File: config.mk
export PLATFORM = sky130hd
export DESIGN_NAME = r256cbc_ctrl
export DESIGN_NICKNAME = d
export VERILOG_FILES = /design/src/r256cbc_pkg.sv /design/src/r256cbc_ctrl.sv
export SDC_FILE = /design/constraint.sdc
export NUM_CORES = 1
export LEC_CHECK = 0
export ABC_AREA = 1
export BUFFER_PORTS_ARGS = -buffer_cell sky130_fd_sc_hd__buf_2
export CAP_MARGIN = 5
export CORE_AREA = 2 2 41 43
export CTS_BUF_LIST = sky130_fd_sc_hd__clkbuf_2 sky130_fd_sc_hd__clkbuf_4 sky130_fd_sc_hd__clkbuf_8
export CTS_CLUSTER_DIAMETER = 60
export DETAILED_ROUTE_END_ITERATION = 10
export DIE_AREA = 0 0 43 45
export PLACE_DENSITY = 0.74
export SETUP_SLACK_MARGIN = 0.3
export SYNTH_ARGS = -nofsm -noshare
export SYNTH_HDL_FRONTEND = slang
export SYNTH_SLANG_ARGS = --single-unit
File: constraint.sdc
create_clock -name aclk -period 1.62 [get_ports aclk]
set_clock_uncertainty 0.2 [all_clocks]
set_input_delay 0.324 -clock aclk [delete_from_list [all_inputs] [get_ports aclk]]
set_output_delay 0.324 -clock aclk [all_outputs]
set_load 0.005 [all_outputs]
File: src/r256cbc_pkg.sv
// Shared types, constants and byte-level cipher functions for the Rijndael-256 CBC block.
package r256cbc_pkg;

    localparam int ROUND_COUNT = 14;
    localparam int CNT_W = $clog2(ROUND_COUNT + 1);
    localparam int CFG_IDX_W = 3;

    localparam logic [CFG_IDX_W-1:0] REG_KEY0 = 3'd0;
    localparam logic [CFG_IDX_W-1:0] REG_KEY1 = 3'd1;
    localparam logic [CFG_IDX_W-1:0] REG_KEY2 = 3'd2;
    localparam logic [CFG_IDX_W-1:0] REG_KEY3 = 3'd3;
    localparam logic [CFG_IDX_W-1:0] REG_GEN  = 3'd4;
    localparam logic [CFG_IDX_W-1:0] REG_DIR  = 3'd5;

    // Round constants of the first and the last schedule step.
    localparam logic [7:0] RCON_FIRST = 8'h01;
    localparam logic [7:0] RCON_LAST  = 8'h4d;
    localparam logic [7:0] AFF_CONST  = 8'h63;

    localparam int ROW_SHIFT [4] = '{0, 1, 3, 4};

    // Standard substitution table with entry 0 in the top byte.
    localparam logic [2047:0] SBOX_BITS = {
        128'h637c777bf26b6fc53001672bfed7ab76,
        128'hca82c97dfa5947f0add4a2af9ca472c0,
        128'hb7fd9326363ff7cc34a5e5f171d83115,
        128'h04c723c31896059a071280e2eb27b275,
        128'h09832c1a1b6e5aa0523bd6b329e32f84,
        128'h53d100ed20fcb15b6acbbe394a4c58cf,
        128'hd0efaafb434d338545f9027f503c9fa8,
        128'h51a3408f929d38f5bcb6da2110fff3d2,
        128'hcd0c13ec5f974417c4a77e3d645d1973,
        128'h60814fdc222a908846eeb814de5e0bdb,
        128'he0323a0a4906245cc2d3ac629195e479,
        128'he7c8376d8dd54ea96c56f4ea657aae08,
        128'hba78252e1ca6b4c6e8dd741f4bbd8b8a,
        128'h703eb5664803f60e613557b986c11d9e,
        128'he1f8981169d98e949b1e87e9ce5528df,
        128'h8ca1890dbfe6426841992d0fb054bb16
    };

    typedef struct packed {
        logic prep_load;
        logic key_step;
        logic prep_last;
        logic blk_load;
        logic cv_load;
        logic round_en;
        logic round_last;
        logic emit;
    } cmd_t;

    function automatic logic [7:0] sbox_raw(input logic [7:0] x);
        return SBOX_BITS[(11'd2047 - {x, 3'b000}) -: 8];
    endfunction

    function automatic logic [7:0] rotl8(input logic [7:0] x, input int n);
        return (x << n) | (x >> (8 - n));
    endfunction

    function automatic logic [7:0] inv_aff(input logic [7:0] y);
        return rotl8(y, 1) ^ rotl8(y, 3) ^ rotl8(y, 6);
    endfunction

    function automatic logic [7:0] sub_fwd(input logic [7:0] x, input logic [7:0] g);
        return sbox_raw(x) ^ AFF_CONST ^ g;
    endfunction

    function automatic logic [7:0] xtime(input logic [7:0] x);
        return {x[6:0], 1'b0} ^ (x[7] ? 8'h1b : 8'h00);
    endfunction

    function automatic logic [7:0] ixtime(input logic [7:0] y);
        return y[0] ? (((y ^ 8'h1b) >> 1) | 8'h80) : (y >> 1);
    endfunction

    function automatic logic [31:0] sub_word(input logic [31:0] w, input logic [7:0] g);
        return {sub_fwd(w[31:24], g), sub_fwd(w[23:16], g),
                sub_fwd(w[15:8], g), sub_fwd(w[7:0], g)};
    endfunction

    function automatic logic [31:0] rot_word(input logic [31:0] w);
        return {w[7:0], w[31:8]};
    endfunction

    function automatic logic [255:0] key_fwd(input logic [255:0] k, input logic [7:0] rc,
                                             input logic [7:0] g);
        logic [31:0] n [8];
        n[0] = k[31:0] ^ sub_word(rot_word(k[255:224]), g) ^ {24'd0, rc};
        n[1] = k[63:32] ^ n[0];
        n[2] = k[95:64] ^ n[1];
        n[3] = k[127:96] ^ n[2];
        n[4] = k[159:128] ^ sub_word(n[3], g);
        n[5] = k[191:160] ^ n[4];
        n[6] = k[223:192] ^ n[5];
        n[7] = k[255:224] ^ n[6];
        return {n[7], n[6], n[5], n[4], n[3], n[2], n[1], n[0]};
    endfunction

    function automatic logic [255:0] key_inv(input logic [255:0] k, input logic [7:0] rc,
                                             input logic [7:0] g);
        logic [31:0] w [8];
        w[7] = k[255:224] ^ k[223:192];
        w[6] = k[223:192] ^ k[191:160];
        w[5] = k[191:160] ^ k[159:128];
        w[4] = k[159:128] ^ sub_word(k[127:96], g);
        w[3] = k[127:96] ^ k[95:64];
        w[2] = k[95:64] ^ k[63:32];
        w[1] = k[63:32] ^ k[31:0];
        w[0] = k[31:0] ^ sub_word(rot_word(w[7]), g) ^ {24'd0, rc};
        return {w[7], w[6], w[5], w[4], w[3], w[2], w[1], w[0]};
    endfunction

endpackage

File: src/r256cbc_ctrl.sv
// Sequencer for key preparation, cipher rounds and result hand-off.
module r256cbc_ctrl (
    input  logic                                aclk,
    input  logic                                aresetn,
    input  logic                                cfg_wr_en,
    input  logic [r256cbc_pkg::CFG_IDX_W-1:0]   cfg_index,
    input  logic                                s_valid,
    output logic                                s_ready,
    input  logic                                s_mode,
    output logic                                m_valid,
    input  logic                                m_ready,
    output r256cbc_pkg::cmd_t                   cmd
);

    typedef enum logic [3:0] {
        ST_PREP  = 4'b0001,
        ST_IDLE  = 4'b0010,
        ST_ROUND = 4'b0100,
        ST_EMIT  = 4'b1000
    } state_t;

    localparam logic [r256cbc_pkg::CNT_W-1:0] CNT_LAST =
        r256cbc_pkg::CNT_W'(r256cbc_pkg::ROUND_COUNT);
    localparam logic [r256cbc_pkg::CNT_W-1:0] CNT_W1 = r256cbc_pkg::CNT_W'(1);

    state_t                          state_reg, state_next;
    logic [r256cbc_pkg::CNT_W-1:0]   cnt_reg, cnt_next;
    logic                            m_valid_reg, m_valid_next;
    logic                            rekey;

    assign s_ready = (state_reg == ST_IDLE);
    assign m_valid = m_valid_reg;

    assign rekey = cfg_wr_en && (cfg_index == r256cbc_pkg::REG_KEY0 ||
                                 cfg_index == r256cbc_pkg::REG_KEY1 ||
                                 cfg_index == r256cbc_pkg::REG_KEY2 ||
                                 cfg_index == r256cbc_pkg::REG_KEY3 ||
                                 cfg_index == r256cbc_pkg::REG_GEN);

    always_comb begin
        state_next = state_reg;
        cnt_next   = cnt_reg;
        cmd        = '0;
        case (state_reg)
            ST_PREP: begin
                cmd.prep_load = (cnt_reg == '0);
                cmd.key_step  = (cnt_reg != '0);
                cmd.prep_last = (cnt_reg == CNT_LAST);
                if (cnt_reg == CNT_LAST) begin
                    state_next = ST_IDLE;
                    cnt_next   = '0;
                end else begin
                    cnt_next = cnt_reg + 1'b1;
                end
            end
            ST_IDLE: begin
                if (s_valid) begin
                    if (s_mode) begin
                        cmd.blk_load = 1'b1;
                        state_next   = ST_ROUND;
                        cnt_next     = CNT_W1;
                    end else begin
                        cmd.cv_load = 1'b1;
                    end
                end
            end
            ST_ROUND: begin
                cmd.round_en   = 1'b1;
                cmd.round_last = (cnt_reg == CNT_LAST);
                if (cnt_reg == CNT_LAST) begin
                    state_next = ST_EMIT;
                end else begin
                    cnt_next = cnt_reg + 1'b1;
                end
            end
            ST_EMIT: begin
                if (!m_valid_reg || m_ready) begin
                    cmd.emit   = 1'b1;
                    state_next = ST_IDLE;
                    cnt_next   = '0;
                end
            end
            default: begin
                state_next = ST_PREP;
                cnt_next   = '0;
            end
        endcase
        if (rekey) begin
            state_next = ST_PREP;
            cnt_next   = '0;
        end
    end

    assign m_valid_next = cmd.emit ? 1'b1 : (m_ready ? 1'b0 : m_valid_reg);

    always_ff @(posedge aclk) begin
        if (!aresetn) begin
            state_reg   <= ST_PREP;
            cnt_reg     <= '0;
            m_valid_reg <= 1'b0;
        end else begin
            state_reg   <= state_next;
            cnt_reg     <= cnt_next;
            m_valid_reg <= m_valid_next;
        end
    end

    a_onehot: assert property (@(posedge aclk) disable iff (!aresetn)
        $onehot(state_reg))
        else $error("State register is not one-hot.");

    a_cnt_range: assert property (@(posedge aclk) disable iff (!aresetn)
        cnt_reg <= CNT_LAST)
        else $error("Round counter ran past the last round.");

    a_block_starts: assert property (@(posedge aclk) disable iff (!aresetn)
        s_valid && s_ready && s_mode && !rekey |=> state_reg == ST_ROUND)
        else $error("A block transfer did not start the rounds.");

    a_emit_free: assert property (@(posedge aclk) disable iff (!aresetn)
        cmd.emit |-> (!m_valid_reg || m_ready))
        else $error("Result overwrote a pending transfer.");

endmodule

Word-level counts from Yosys, hierarchy flattened
Cells that the tools add are included.
{"block": "classes", "addsub": 1, "eq_ne": 15, "muxes": 22, "n_bitwise": 1, "n_reduce_logical": 14}
{"op": "$mux 4", "count": 10}
{"op": "$pmux 4 s4", "count": 2}
{"op": "$ne 2x2->1 const B", "count": 5}
{"op": "$eq 4x4->1 const B", "count": 2}
{"op": "$eq 3x2->1 const B", "count": 2}
{"op": "$mux 1", "count": 6}
{"op": "$mux 2", "count": 3}
{"op": "$logic_or 1x1->1", "count": 5}
{"op": "$reduce_and 5->1", "count": 1}
{"op": "$add 4x1->4 const B", "count": 1}
{"op": "$eq 4x1->1 const B", "count": 1}
{"op": "$eq 4x2->1 const B", "count": 1}
{"op": "$eq 4x3->1 const B", "count": 1}
{"op": "$logic_not 4->1", "count": 1}
{"op": "$reduce_and 4->1", "count": 1}
{"op": "$reduce_bool 4->1", "count": 1}
{"op": "$eq 3x1->1 const B", "count": 1}
{"op": "$eq 3x3->1 const B", "count": 1}
{"op": "$logic_not 3->1", "count": 1}
{"op": "$mux 3", "count": 1}
{"op": "$ne 2x1->1 const B", "count": 1}
{"op": "$reduce_bool 2->1", "count": 1}
{"op": "$reduce_or 2->1", "count": 1}
{"op": "$logic_and 1x1->1", "count": 1}
{"op": "2 further kinds", "count": 2}
{"block": "word_totals", "reg_bits": 9, "in_bits": 9, "output_inout_bits": 10, "word_cells": 56}

Depth between registers and ports, before layout
{"block": "depth", "depth_word": 7, "ltp_mapped": 9, "mapped_depth_nobuf": 9}

Worst setup path before layout
No wires, ideal clock.
{"block": "synth_timing", "path_type": "reg2reg", "start": "reg cnt_reg[0] in the netlist's numbering", "end": "reg state_reg[1]", "setup_time_ps": 115, "t_arrival_ps": 1210, "required_ps": 1305, "path_slack_ps": 95, "stages_incl_launch_ff": 9, "path_buffers": 0, "synth_period_minus_slack_ps": 1525, "path_cell_list": "dfxtp_1 > inv_1 > ha_1 > nand3_1 > nand3_1 > nand2_1 > inv_1 > a21oi_1 > nor2_1"}
{"block": "synth_between", "elab_chain_cells": 3, "word_cells_on_any_way": 4, "classes_between": "3 x eq/ne; 1 x reduce/logical"}
{"element": "start, declared", "line_no": "r256cbc_ctrl.sv:27", "text": "logic [r256cbc_pkg::CNT_W-1:0] cnt_reg, cnt_next;"}
{"element": "start signal, assigned", "line_no": "r256cbc_ctrl.sv:103", "text": "cnt_reg <= cnt_next;"}
{"element": "$eq 4x4->1 *", "line_no": "r256cbc_ctrl.sv:49, r256cbc_ctrl.sv:70"}
{"element": "$ne 2x2->1 (no line)"}
{"element": "$reduce_and 5->1 (no line) *"}
{"element": "end signal, assigned", "line_no": "r256cbc_ctrl.sv:102", "text": "state_reg <= state_next;"}
{"element": "end, declared", "line_no": "r256cbc_ctrl.sv:26", "text": "state_t state_reg, state_next;"}
Mark *: on every way between the ends. The rest lies on a longest branch, timed or not.
A chain may end at the register's enable or synchronous reset.

==> out/results.tsv <==
stage	metric	value	unit
outcome	outcome	finished, violations left	
outcome	failing checks	negative setup slack	
place	post-DP HPWL	1.28	mm
detailed_routing	Detailed Route WL	2.14	mm
synthesis	Syn. warnings	0	
critical_path	FF-to-FF End	cnt_reg[1]	
sta	Hold WS	0.0851	ns
sta	Final Setup Violations	12	
min_path	Hold WC Path Type	in -> reg	
synthesis	Synth Register Bits	9	
sta	setup ws final	-0.128	ns
global_route	largest net degree at the start of global routing	7	
critical_path	Worst Path Buf+Inv	3	
floorplanning	chip width	43	um
detailed_routing	DRT Pass-1 Iters	4	
detailed_routing	post-DR wirelength/cell	13.0	um
synthesis	Synth area leader	dfxtp_1	
global_route	initial antenna violation count	0	
floorplanning	# rows	14	
clock_tree	Num CTS Buffers	3	
sta	Final Hold Viols	0	
sta	final worst path period share	1.08	
detailed_routing	via count	889	
critical_path	critical path arrival	1.22	ns
final_layout	Core Util, Final	0.753	
power_and_ir_drop	Static Leak	0.569	nW
critical_path	Critical Path RT	1.10	ns
final_layout	ANT cells	0	
synthesis	Synth area leaders	dfxtp_1 27%, nand2_1 16%, inv_1 11%	
critical_path	CP cell instances	inv_4, ha_4, nand2_2, nor2_4, nand3_2, inv_1, buf_2	
floorplanning	DIE HEIGHT	45	um
floorplanning	die area	1940	um^2
floorplanning	I/O pin count	19	
critical_path	Crit path max-delay family	flip-flops	
critical_path	setup slack, reg-to-reg	-0.04	ns
place	PortBufs	18	
floorplanning	Core Area	1470	um^2
sta	Fmax	572	MHz
sta	Pins Over Slew Limit	0	
critical_path	CP Depth	7	
sta	Slew @ Worst Pin	0.259	ns
synthesis	Cells after Synth	116	
critical_path	CP startpoint	cnt_reg[0]	
min_path	Hold Path Cell Cnt	3	
global_route	first-pass GRT wire length	3.22	mm
synthesis	sequential area share after synthesis	0.267	
detailed_routing	Remaining DRCs	0	
floorplanning	initial core utilization	0.459	
detailed_routing	DR iter-0 viols	29	
clock_tree	clock latency on the worst-skew pair	0.27	ns
clock_tree	H-tree levels	1	
critical_path	Slowest Stage Delay on Critical Path	0.33	ns
synthesis	Synth top area share	0.267	
critical_path	FF-to-FF Start	cnt_reg[0]	
clock_tree	clock root buffer	clkbuf_4	
critical_path	crit path max-delay cell type	dfxtp_2	
critical_path	worst reg2reg path depth	11	
critical_path	CP endpoint	cmd[1]	
clock_tree	Reg clk slew, reported paths	0.06	ns
synthesis	net count after synthesis	128	
run	maxcap violations	0	
detailed_routing	antenna-violating nets left	0	
global_route	vias in the first global route	788	
final_layout	share of cells above drive strength 1	0.564	
sta	RSZ-0062 raised after global routing	true	
critical_path	crit path launch type	flop	
clock_tree	post-cts hold buffer count	0	
global_route	GR Overflow Total	0	
final_layout	Synth-to-Final Area Change	64.1	%
clock_tree	CTS tree	done	
final_layout	final net count	162	
detailed_routing	number of vias per cell	5.39	
power_and_ir_drop	PwrDens	483	nW/um^2
synthesis	mapped cell area	676	um^2
global_route	Tot GR Track Use	0.220	
synthesis	post-synth cell types	16	
sta	relative slew slack	0.826	
critical_path	Setup CP Type	reg -> out	
final_layout	fillers	101	
critical_path	Max Fanout on Critical Path	4	
clock_tree	Longest Clk Path Bufs	2	
critical_path	critical path endpoint category	primary output	
sta	post-layout min period	1.75	ns
power_and_ir_drop	VDD IR max	0.471	mV
place	GP Congestion	0.876	
clock_tree	clk sinks	9	
synthesis	Avg Cell Area, Syn	5.82	um^2
[worst min path at each step]
stage | from | end | slack, ns
finish | aresetn | m_valid | 0.09
global route | aresetn | m_valid | 0.13
CTS | aresetn | m_valid | 0.09
global placement | cnt_reg[0] | cnt_reg[0] | 0.29
detailed placement | cnt_reg[0] | cnt_reg[0] | 0.29
floorplan | aresetn | m_valid | 0.26
[per-layer routing]
metal	routed length, um	vias up	share of wire	global-route usage
met1	885	420	0.41	0.271
met2	1090	33	0.51	0.376
met5	0	-	0	0
met3	129	5	0.060	0.0320
li1	-	431	-	-
met4	40	0	0.019	0.115
[metrics by stage]
step                setup TNS (ns)  cell area, um^2  total power, mW  setup WS, ns  instances
finish                      -0.646             1110            0.535        -0.128        165
global route                 -1.38             1110            0.554        -0.172        165
CTS                         -0.433              997            0.525        -0.131        161
detailed placement               0              832            0.322        0.0740        151
global placement                 0              832            0.320        0.0982        151
floorplan                        0              714            0.291         0.204        116
[worst reg2reg max path: cells and delay by family (launching register included)]
kind | cells | cell delay, ns
adder cells (fa/ha/maj) | 1 | 0.14
AO/OA/AOI/OAI | 1 | 0.06
flip-flops | 1 | 0.33
buffers and inverters | 3 | 0.36
AND/OR/NAND/NOR | 6 | 0.46
[cell families (layout without fill, tap and decap cells)]
family                   count (synthesis)  after routing  share of synthesized area
AND/OR/NAND/NOR                         69             69                      0.454
buffers and inverters                   23             56                      0.133
AO/OA/AOI/OAI                           12             12                     0.0907
flip-flops                               9              9                      0.267
adder cells (fa/ha/maj)                  3              3                     0.0556
[synth_stat cells (all sizes together)]
cell,count
o21ai,2
clkinv,1
nand3,18
a31oi,1
nand4,1
nor2,22
buf,1
a21oi,9
dfxtp,9
ha,3
inv,21
nand2,28
[where the power goes]
group / internal, mW / total (mW) / switching, mW
clock: 0.112 / 0.201 / 0.0885
sequential: 0.222 / 0.229 / 0.00779
combinational: 0.0481 / 0.105 / 0.0568
total: 0.382 / 0.535 / 0.153
[placed cells by master, fill, tap and decap left out]
master	n
a21oi_2	3
nor2_1	10
inv_4	5
o21ai_0	1
nand2_2	6
buf_4	12
clkbuf_4	4
inv_2	5
a31oi_1	1
nand4_1	1
nor2_4	9
dfxtp_1	3
nor2_2	3
nand3_4	2
nand2_4	3
nand3_1	10
nand3_2	6
buf_2	17
ha_4	1
a21oi_1	6
dfxtp_2	1
inv_1	12
dfxtp_4	5
ha_2	1
o21ai_1	1
nand2_1	19
buf_6	1
ha_1	1
[final cells by class]
class,count,area (um^2),share of cell area
clock buffers,4,30.0,0.0271
flip-flops and latches,9,200,0.181
multi-input cells,84,577,0.520
repair buffers,30,186,0.168
inverters,22,95.1,0.0858
well taps,16,20.0,0.0181
[what timing repair did]
| action | CTS | global route |
|---|---|---|
| setup endpoints to repair | 14 | 17 |
| pin swaps | 6 | 6 |
| buffers inserted | 6 | 4 |
| resized for setup | 31 | 23 |
(Power assumes the default switching activity.)
